File: src/hdl/decimal_text_to_integer_unit_assert.svh
// Assertion macros for the decimal text to integer unit.
// Included by the top level; needs nothing else.
`ifndef DECIMAL_TEXT_TO_INTEGER_UNIT_ASSERT_SVH
`define DECIMAL_TEXT_TO_INTEGER_UNIT_ASSERT_SVH

// Same-cycle implication, checked outside reset.
`define DTOI_ASSERT_IMPLY(label, clk, rst, ante, cons) \
   label: assert property (@(posedge clk) disable iff (rst) (ante) |-> (cons)) \
      else $error("dtoi assertion failed: same-cycle implication");

// Next-cycle implication, checked outside reset.
`define DTOI_ASSERT_NEXT(label, clk, rst, ante, cons) \
   label: assert property (@(posedge clk) disable iff (rst) (ante) |=> (cons)) \
      else $error("dtoi assertion failed: next-cycle implication");

`endif

File: src/hdl/dtoi_pkg.sv
// Shared types and constants for the decimal text to integer unit.
// No dependencies.
package dtoi_pkg;

   typedef struct packed {
      logic [7:0] character;
      logic       last_char;
   } req_payload_type;

   typedef struct packed {
      logic signed [63:0] value;
      logic               error;
   } rsp_payload_type;

   // Register indexes on the configuration port
   localparam logic CsrWideMode = 1'b0;
   localparam logic CsrTruncate = 1'b1;

   localparam logic [7:0] CharZero  = 8'h30;
   localparam logic [7:0] CharNine  = 8'h39;
   localparam logic [7:0] CharMinus = 8'h2D;
   localparam logic [7:0] CharUpperL = 8'h4C;
   localparam logic [7:0] CharLowerL = 8'h6C;

   localparam logic [4:0] NarrowDigits = 5'd10;
   localparam logic [4:0] WideDigits   = 5'd19;

   localparam logic [63:0] NarrowPosMax = 64'h0000_0000_7FFF_FFFF;
   localparam logic [63:0] NarrowNegMax = 64'h0000_0000_8000_0000;
   localparam logic [63:0] WidePosMax   = 64'h7FFF_FFFF_FFFF_FFFF;
   localparam logic [63:0] WideNegMax   = 64'h8000_0000_0000_0000;

endpackage

File: src/hdl/decimal_text_to_integer_unit.sv
// A final character's result reaches rsp via the input register, then the result
// register; a final character waits in the input register while rsp is stalled.
// One character per cycle unless a final character is held; the bounding loop is
// the magnitude times ten plus digit update, computed from the input register.
// Synchronous reset clears the pipeline, string state and both mode registers.
`include "decimal_text_to_integer_unit_assert.svh"

module decimal_text_to_integer_unit (
   input  logic                      clock,
   input  logic                      reset,
   input  logic                      req_valid,
   output logic                      req_stall,
   input  dtoi_pkg::req_payload_type req_payload,
   output logic                      rsp_valid,
   input  logic                      rsp_stall,
   output dtoi_pkg::rsp_payload_type rsp_payload,
   input  logic                      csr_write_enable,
   input  logic                      csr_index,
   input  logic                      csr_write_data
);

   logic wide_mode_ff;
   logic truncate_ff;

   logic                      stage_valid_ff, stage_valid_in;
   dtoi_pkg::req_payload_type stage_data_ff;

   logic [63:0] magnitude_ff, magnitude_in;
   logic        negative_ff, negative_in;
   logic [4:0]  count_ff, count_in;
   logic        bad_ff, bad_in;
   logic        stopped_ff, stopped_in;

   logic                      rsp_valid_ff, rsp_valid_in;
   dtoi_pkg::rsp_payload_type rsp_data_ff, rsp_data_in;

   logic        out_free;
   logic        stage_fire;
   logic        req_accept;
   logic [7:0]  ch;
   logic        is_minus;
   logic        is_suffix;
   logic        is_digit;
   logic [4:0]  limit;
   logic        at_limit;
   logic [63:0] mag_step;
   logic [63:0] lim_pos;
   logic [63:0] lim_neg;
   logic        final_err;

   assign out_free   = !rsp_valid_ff || !rsp_stall;
   assign stage_fire = stage_valid_ff && (!stage_data_ff.last_char || out_free);
   assign req_stall  = stage_valid_ff && !stage_fire;
   assign req_accept = req_valid && !req_stall;

   assign ch        = stage_data_ff.character;
   assign is_minus  = (ch == dtoi_pkg::CharMinus);
   assign is_suffix = wide_mode_ff && stage_data_ff.last_char &&
                      ((ch == dtoi_pkg::CharUpperL) || (ch == dtoi_pkg::CharLowerL));
   assign is_digit  = (ch >= dtoi_pkg::CharZero) && (ch <= dtoi_pkg::CharNine);
   assign limit     = wide_mode_ff ? dtoi_pkg::WideDigits : dtoi_pkg::NarrowDigits;
   assign at_limit  = (count_ff >= limit);
   // times ten as shift-add; at most 19 digits so no wrap
   assign mag_step  = (magnitude_ff << 3) + (magnitude_ff << 1) + {60'd0, ch[3:0]};
   assign lim_pos   = wide_mode_ff ? dtoi_pkg::WidePosMax : dtoi_pkg::NarrowPosMax;
   assign lim_neg   = wide_mode_ff ? dtoi_pkg::WideNegMax : dtoi_pkg::NarrowNegMax;

   always_comb begin
      magnitude_in = magnitude_ff;
      negative_in  = negative_ff;
      count_in     = count_ff;
      bad_in       = bad_ff;
      stopped_in   = stopped_ff;
      final_err    = 1'b0;
      rsp_data_in  = rsp_data_ff;
      stage_valid_in = stage_valid_ff;
      rsp_valid_in   = rsp_valid_ff && rsp_stall;

      if (stage_fire) begin
         priority if (bad_ff || stopped_ff) begin
            // drop the rest of the string
         end else if (is_minus) begin
            negative_in  = 1'b1;
            magnitude_in = '0;
         end else if (is_suffix) begin
            // drop the suffix
         end else if (at_limit) begin
            if (wide_mode_ff && truncate_ff) begin
               stopped_in = 1'b1;
            end else begin
               bad_in = 1'b1;
            end
         end else if (!is_digit) begin
            bad_in = 1'b1;
         end else begin
            magnitude_in = mag_step;
            count_in     = 5'(count_ff + 5'd1);
         end

         if (stage_data_ff.last_char) begin
            if (negative_in) begin
               final_err = bad_in || (magnitude_in == '0) || (magnitude_in > lim_neg);
            end else begin
               final_err = bad_in || (magnitude_in > lim_pos);
            end
            rsp_data_in.error = final_err;
            if (final_err) begin
               rsp_data_in.value = '0;
            end else if (negative_in) begin
               rsp_data_in.value = $signed(64'(-magnitude_in));
            end else begin
               rsp_data_in.value = $signed(magnitude_in);
            end
            rsp_valid_in = 1'b1;
            // clear string state for the next transaction
            magnitude_in = '0;
            negative_in  = 1'b0;
            count_in     = '0;
            bad_in       = 1'b0;
            stopped_in   = 1'b0;
         end
      end

      if (req_accept) begin
         stage_valid_in = 1'b1;
      end else if (stage_fire) begin
         stage_valid_in = 1'b0;
      end
   end

   always_ff @(posedge clock) begin
      if (reset) begin
         wide_mode_ff   <= 1'b0;
         truncate_ff    <= 1'b0;
         stage_valid_ff <= 1'b0;
         rsp_valid_ff   <= 1'b0;
         magnitude_ff   <= '0;
         negative_ff    <= 1'b0;
         count_ff       <= '0;
         bad_ff         <= 1'b0;
         stopped_ff     <= 1'b0;
      end else begin
         if (csr_write_enable) begin
            unique case (csr_index)
               dtoi_pkg::CsrWideMode: wide_mode_ff <= csr_write_data;
               dtoi_pkg::CsrTruncate: truncate_ff  <= csr_write_data;
               default:               wide_mode_ff <= wide_mode_ff;
            endcase
         end
         stage_valid_ff <= stage_valid_in;
         rsp_valid_ff   <= rsp_valid_in;
         magnitude_ff   <= magnitude_in;
         negative_ff    <= negative_in;
         count_ff       <= count_in;
         bad_ff         <= bad_in;
         stopped_ff     <= stopped_in;
      end
   end

   // payload registers, no reset
   always_ff @(posedge clock) begin
      if (req_accept) begin
         stage_data_ff <= req_payload;
      end
      rsp_data_ff <= rsp_data_in;
   end

   assign rsp_valid   = rsp_valid_ff;
   assign rsp_payload = rsp_data_ff;

   `DTOI_ASSERT_IMPLY(a_count_bound, clock, reset, 1'b1, count_ff <= dtoi_pkg::WideDigits)
   `DTOI_ASSERT_IMPLY(a_err_zero, clock, reset,
      rsp_valid_ff && rsp_data_ff.error, rsp_data_ff.value == '0)
   `DTOI_ASSERT_NEXT(a_last_gives_rsp, clock, reset,
      stage_fire && stage_data_ff.last_char, rsp_valid_ff)
   `DTOI_ASSERT_NEXT(a_last_clears, clock, reset, stage_fire && stage_data_ff.last_char,
      (count_ff == '0) && !negative_ff && !bad_ff && !stopped_ff)

endmodule
File: config.mk
export PLATFORM = sky130hd
export DESIGN_NAME = decimal_text_to_integer_unit
export DESIGN_NICKNAME = d
export VERILOG_FILES = /design/src/hdl/dtoi_pkg.sv /design/src/hdl/decimal_text_to_integer_unit.sv
export VERILOG_INCLUDE_DIRS = /design/src /design/src/hdl
export SDC_FILE = /design/constraint.sdc
export NUM_CORES = 1
export LEC_CHECK = 0
export BUFFER_PORTS_ARGS = -buffer_cell sky130_fd_sc_hd__clkbuf_2
export CAP_MARGIN = 5
export CORE_MARGIN = 5
export CORE_UTILIZATION = 55
export DETAILED_ROUTE_END_ITERATION = 12
export GPL_ROUTABILITY_DRIVEN = 0
export PLACE_DENSITY = 0.8
export SYNTH_ARGS = -nofsm -noshare
export SYNTH_HDL_FRONTEND = slang
export SYNTH_SLANG_ARGS = --single-unit
File: constraint.sdc
create_clock -name clock -period 10.5 [get_ports clock]
set_input_delay 2.1 -clock clock [delete_from_list [all_inputs] [get_ports clock]]
set_output_delay 2.1 -clock clock [all_outputs]
set_load 0.02 [all_outputs]
# == After elaboration in Yosys (flattened, before gate mapping) ==
# Cells that the tools add are included.
# totals
register_bits,150
inputBits,16
out_inout_bits,67
wordCells,102
# classes
addsub,4
magnitude_cmp,5
eq_ne,7
n_mux,42
bitwise_logic,1
n_reduce_logical,30
# op_table
op,count
64-bit two-way mux,9
64-bit by 4-bit adder with 64-bit output,1
64-bit adder,1
64-bit by 63-bit greater-than comparator with 1-bit output,1
64-bit greater-than comparator,1
64-bit logical NOT,1
64-bit negation,1
63-bit two-way mux,1
5-bit two-way mux,7
1-bit two-way mux,25
8-bit by 7-bit == test with 1-bit output (second input constant),2
6-bit AND reduction,2
8-bit by 6-bit == test with 1-bit output (second input constant),1
8-bit by 6-bit >= comparator with 1-bit output (second input constant),1
8-bit by 6-bit less-or-equal comparator with 1-bit output (second input constant),1
1-bit logical AND,8
2-bit inequality test (second input constant),4
2-bit nonzero test,4
1-bit logical OR,7
2-bit AND reduction,3
5-bit by 1-bit adder with 5-bit output (second input constant),1
5-bit >= comparator,1
1-bit logical NOT,5
1-bit NOT,1

# == Longest topological paths before layout ==
# logic_depth
word_depth,14
mapped_depth,29
depth_no_buf,25

# == Least setup slack after synthesis ==
# Ideal clock, no wire load.
# synth_path
kind,register -> register
from,register wide_mode_ff
to,"register rsp_data_ff (netlist bit rsp_payload[53]), data pin"
arrival_time_ns,6.041
path_slack_ns,4.303
path_stages_with_launch,30
path_buffers,8
path_cell_list,dfxtp_1 > inv_1 > ha_1 > nor3_1 > o21ai_1 > a211oi_4 > nor2_2 > buf_2 > buf_2 > buf_2 > buf_1 > clkbuf_1 > clkbuf_1 > nand2_1 > o21ai_0 > ha_1 > a21o_1 > a21o_1 > a21o_1 > a21o_1 > a21o_1 > a21o_1 > a21oi_1 > o32ai_1 > a2bb2oi_1 > a211o_1 > clkbuf_1 > a21boi_1 > buf_2 > nor3_1
# synth_between
elab_chain_cells,13
word_cells_on_any_way,29
classes_between,add/sub (1); order compare (3); mux (18); reduce/logical (7)
# synth_rtl
element,line_no,rtl
from (decl),decimal_text_to_integer_unit.sv:22,logic wide_mode_ff;
from (signal assigned),decimal_text_to_integer_unit.sv:145,dtoi_pkg::CsrWideMode: wide_mode_ff <= csr_write_data;
from (signal assigned),decimal_text_to_integer_unit.sv:147,default: wide_mode_ff <= wide_mode_ff;
"parallel branches: the longest is 13 deep, another holds 64-bit by 63-bit greater-than comparator with 1-bit output",n/a,
to (signal assigned),decimal_text_to_integer_unit.sv:165,rsp_data_ff <= rsp_data_in;
to (decl),decimal_text_to_integer_unit.sv:35,"dtoi_pkg::rsp_payload_type rsp_data_ff, rsp_data_in;"
# Several ways; the timed one is not identified. The select of a mux whose other input is x is not followed.
# A chain may end at the register's enable or synchronous reset.

# == Final worst setup path ==
# layout_path
from,register wide_mode_ff
to,"register rsp_data_ff (netlist bit rsp_payload[57]), data pin"
# The elaborated chain is that of the path after synthesis.

==> flow_metrics.py <==
metrics = {
    "clock_tree": {
        "numClockSinks": 150,
        "clk-insertion-delay-late_ps": 440,
        "post_cts_buffers": 0,
        "hold_buffers": 0,
        "ctsResizeCount": 0,
        "clk_pin_slew_ps": 70,
        "cts.path.max_buffers": 2,
        "ctsHtreeMaxLevel": 4,
        "clockRootBuffer": "clkbuf_16",
        "cts_buffers": 17,
        "cts_tree": "done",
    },
    "floorplan": {
        "num_rows": 59,
        "boundaryPins": 83,
        "die_h_um": 172,
        "start_util_pct": 55.5,
        "die_x_um": 172,
        "dieArea_sq_um": 29500,
        "coreArea_sq_um": 25900,
    },
    "run_status": {
        "status": "finished, final reports clean",
    },
    "global_route": {
        "grt_antenna_before_repair": 0,
        "grt.overflow.total": 0,
        "grt.total_usage_pct": 30.0,
        "grt_max_degree": 72,
        "grt_pass1_wl_um": 71500,
        "grt_pass1_vias": 13800,
    },
    "power_and_ir_drop": {
        "leakagePower_nw": 6.21,
        "power_w": 0.00139,
        "p_seq_share_pct": 45.3,
        "p_sw_w": 0.000355,
        "p_per_area_nw_per_um2": 89.2,
        "ir_drop_v": 0.0000992,
        "p_int_w": 0.00103,
        "power_switching_share_pct": 25.6,
        "combinationalPowerShare_pct": 6.5,
        "pwr-share-clk_pct": 48.2,
    },
    "layout": {
        "drive_above_1_share_pct": 10.7,
        "fin_util_pct": 60.0,
        "multi_input_area_sq_um": 10100,
        "final_cell_mix": "nor2_1 (219), nand2_1 (167), a21oi_1 (163), ha_1 (162), o21ai_0 (89)",
        "mostFrequentLayoutCell": "nor2_1",
        "fill_cells": 2203,
        "antenna_cells": 0,
        "nets": 1984,
        "seq_area_sq_um": 3740,
        "syn2layout_area_growth_pct": 8.09,
    },
    "detailed_routing": {
        "viasPerCell": 6.85,
        "wirelength_um": 46100,
        "first_pass_iters": 8,
        "wl_per_cell_um": 21.4,
        "drc": 0,
        "vias": 14700,
        "first_iter_violations": 1975,
        "ant_nets": 0,
    },
    "yosys": {
        "avgSynthCellArea_sq_um": 8.06,
        "synth_edf_count": 74,
        "synth_nets": 1964,
        "syn_inst": 1784,
        "synth_seq_cells": 150,
        "synth-warning-count": 0,
        "ys_types": 95,
        "seq_area_frac_synth_pct": 26.0,
        "ys.flop_type": "dfxtp_1",
        "synth_area_sq_um": 14400,
        "synthArstFlopShare_pct": 0,
    },
    "critical_path": {
        "crit_family": "simple AND/OR/NAND/NOR gates",
        "cpPeakStageDelay_ps": 910,
        "crit_required_ps": 10770,
        "worstSetupStartpointType": "flip-flop",
        "cp_max_fo": 58,
        "worstPathArrival_ps": 8010,
        "path_common_cell": "buf_4",
        "crit_slowest_cell": "inv_1",
        "crit_chain": "inv_1 > ha_1 > nor3_1 > o21ai_1 > a211oi_4 > buf_4 > nor2_4 > buf_4 > a21oi_1 > a211oi_1 > ha_1 > nand4_1 > nor4_1 > nand3_1 > nor4bb_1 > nand4_1 > nor4_1 > nand4_1 > a211o_1 > buf_4 > a21boi_2 > buf_4 > nor3_1",
        "crit_type": "flip-flop to flip-flop",
        "cp-end-kind": "flip-flop",
        "cp_num_buf_inv": 5,
    },
    "sta": {
        "setup-violations-final": 0,
        "finalHoldViolCount": 0,
        "fin_setup_tns_ps": 0,
        "max_slew.worst_pin.slew_ps": 1240,
        "fin_crit_sh_pct": 73.7,
        "finClkSkew_ps": 14.4,
        "rsz0062_at_grt": "false",
        "finalCriticalPeriod_ps": 7740,
        "maxSlewHeadroom_pct": 17.1,
        "fin_ws_ps": 2760,
        "drv_slew": 0,
        "timing.hold.ws_ps": 514,
        "fmax_ghz": 0.129,
    },
    "run": {
        "maxCapViolCount": 0,
    },
    "placement": {
        "place_ws_ps": 3000,
        "portBuffers": 82,
        "dp_hpwl_um": 34300,
    },
    "hold_path": {
        "hp-class": "flip-flop to flip-flop",
    },
}
==> area by class of cell <==
cell class	instances	area share, %
Clock buffer	17	2.74
Timing Repair Buffer	99	3.46
Clock inverter	15	1.33
Sequential cell	150	24.1
Multi-Input combinational cell	1496	64.7
Inverter	40	0.966
Tap cell	335	2.70
==> flip-flops by register name, summed over array words and instances (netlist names) <==
| register | count |
|---|---|
| rsp_payload | 65 |
| magnitude_ff | 64 |
| ch | 8 |
| count_ff | 5 |
| bad_ff | 1 |
| negative_ff | 1 |
| rsp_valid | 1 |
| stage_data_ff | 1 |
| stage_valid_ff | 1 |
| stopped_ff | 1 |
| truncate_ff | 1 |
| wide_mode_ff | 1 |
==> metrics by stage <==
stage	cells	cell area (sq um)
after floorplan	1784	14400
after global placement	2120	14900
after detailed placement	2120	14900
after CTS	2152	15500
after global routing	2152	15500
final	2152	15500
==> worst paths after layout <==
| kind | from | endpoint | slack [ps] | cells past startpoint |
|---|---|---|---|---|
| setup / recovery | wide_mode_ff | rsp_payload[57] | 2760 | 23 |
| hold / removal | truncate_ff | truncate_ff | 510 | 2 |
| hold reg to reg | truncate_ff | truncate_ff | 510 | 2 |
| setup reg to reg | wide_mode_ff | rsp_payload[57] | 2760 | 23 |
==> per-layer routing <==
| layer | wire (um) | share of wire, % | track usage [%] |
|---|---|---|---|
| met3 | 4050 | 8.8 | 3.79 |
| met1 | 17400 | 38 | 37.0 |
| met5 | 0 | 0 | 0 |
| met2 | 21500 | 47 | 50.4 |
| met4 | 3090 | 6.7 | 17.3 |
==> cell usage after synthesis, drive strengths merged, types with 15 or more instances <==
| library cell | n | area (sq um) |
|---|---|---|
| dfxtp | 76 | 1520 |
| a211oi | 15 | 148 |
| a31oi | 22 | 138 |
| o21ai | 106 | 534 |
| inv | 40 | 150 |
| nand3 | 32 | 170 |
| and3 | 17 | 106 |
| nand2 | 168 | 631 |
| nand4 | 59 | 375 |
| o211ai | 19 | 156 |
| xnor2 | 59 | 517 |
| clkbuf | 57 | 215 |
| a21o | 31 | 233 |
| a22oi | 68 | 510 |
| ha | 162 | 2030 |
| or3 | 17 | 111 |
| xor2 | 28 | 245 |
| a21oi | 184 | 1010 |
| nor2 | 222 | 836 |
| o31ai | 19 | 148 |
| nor3 | 51 | 270 |
| edfxtp | 74 | 2220 |
| buf | 41 | 236 |
==> tightest hold or removal path: cells and delay by family, from the launching register on <==
kind,cells,cell delay [ps]
DFF,1,340
AOI/OAI and AO/OA,1,60
and+or+nand+nor,1,70
==> logic make-up after synthesis <==
group           after synthesis  share of synthesized area (%)
mux                          15                           1.06
xor+xnor                     87                           5.30
simple gates                655                           22.2
fa+ha+maj                   164                           14.4
flops                       150                           26.0
compound gates              575                           26.9
buf+inv                     138                           4.18
==> power groups by stage <==
stage	Clock, W	Combinational [W]	Sequential (W)
finish	0.000668	0.0000895	0.000629
global route	0.000693	0.0000954	0.000629
CTS	0.000665	0.0000878	0.000629
detailed placement	0	0.0000872	0.000642
global placement	0	0.0000846	0.000641
floorplan	0	0.0000494	0.000651
Note: power is estimated with default switching activity, not from simulation.
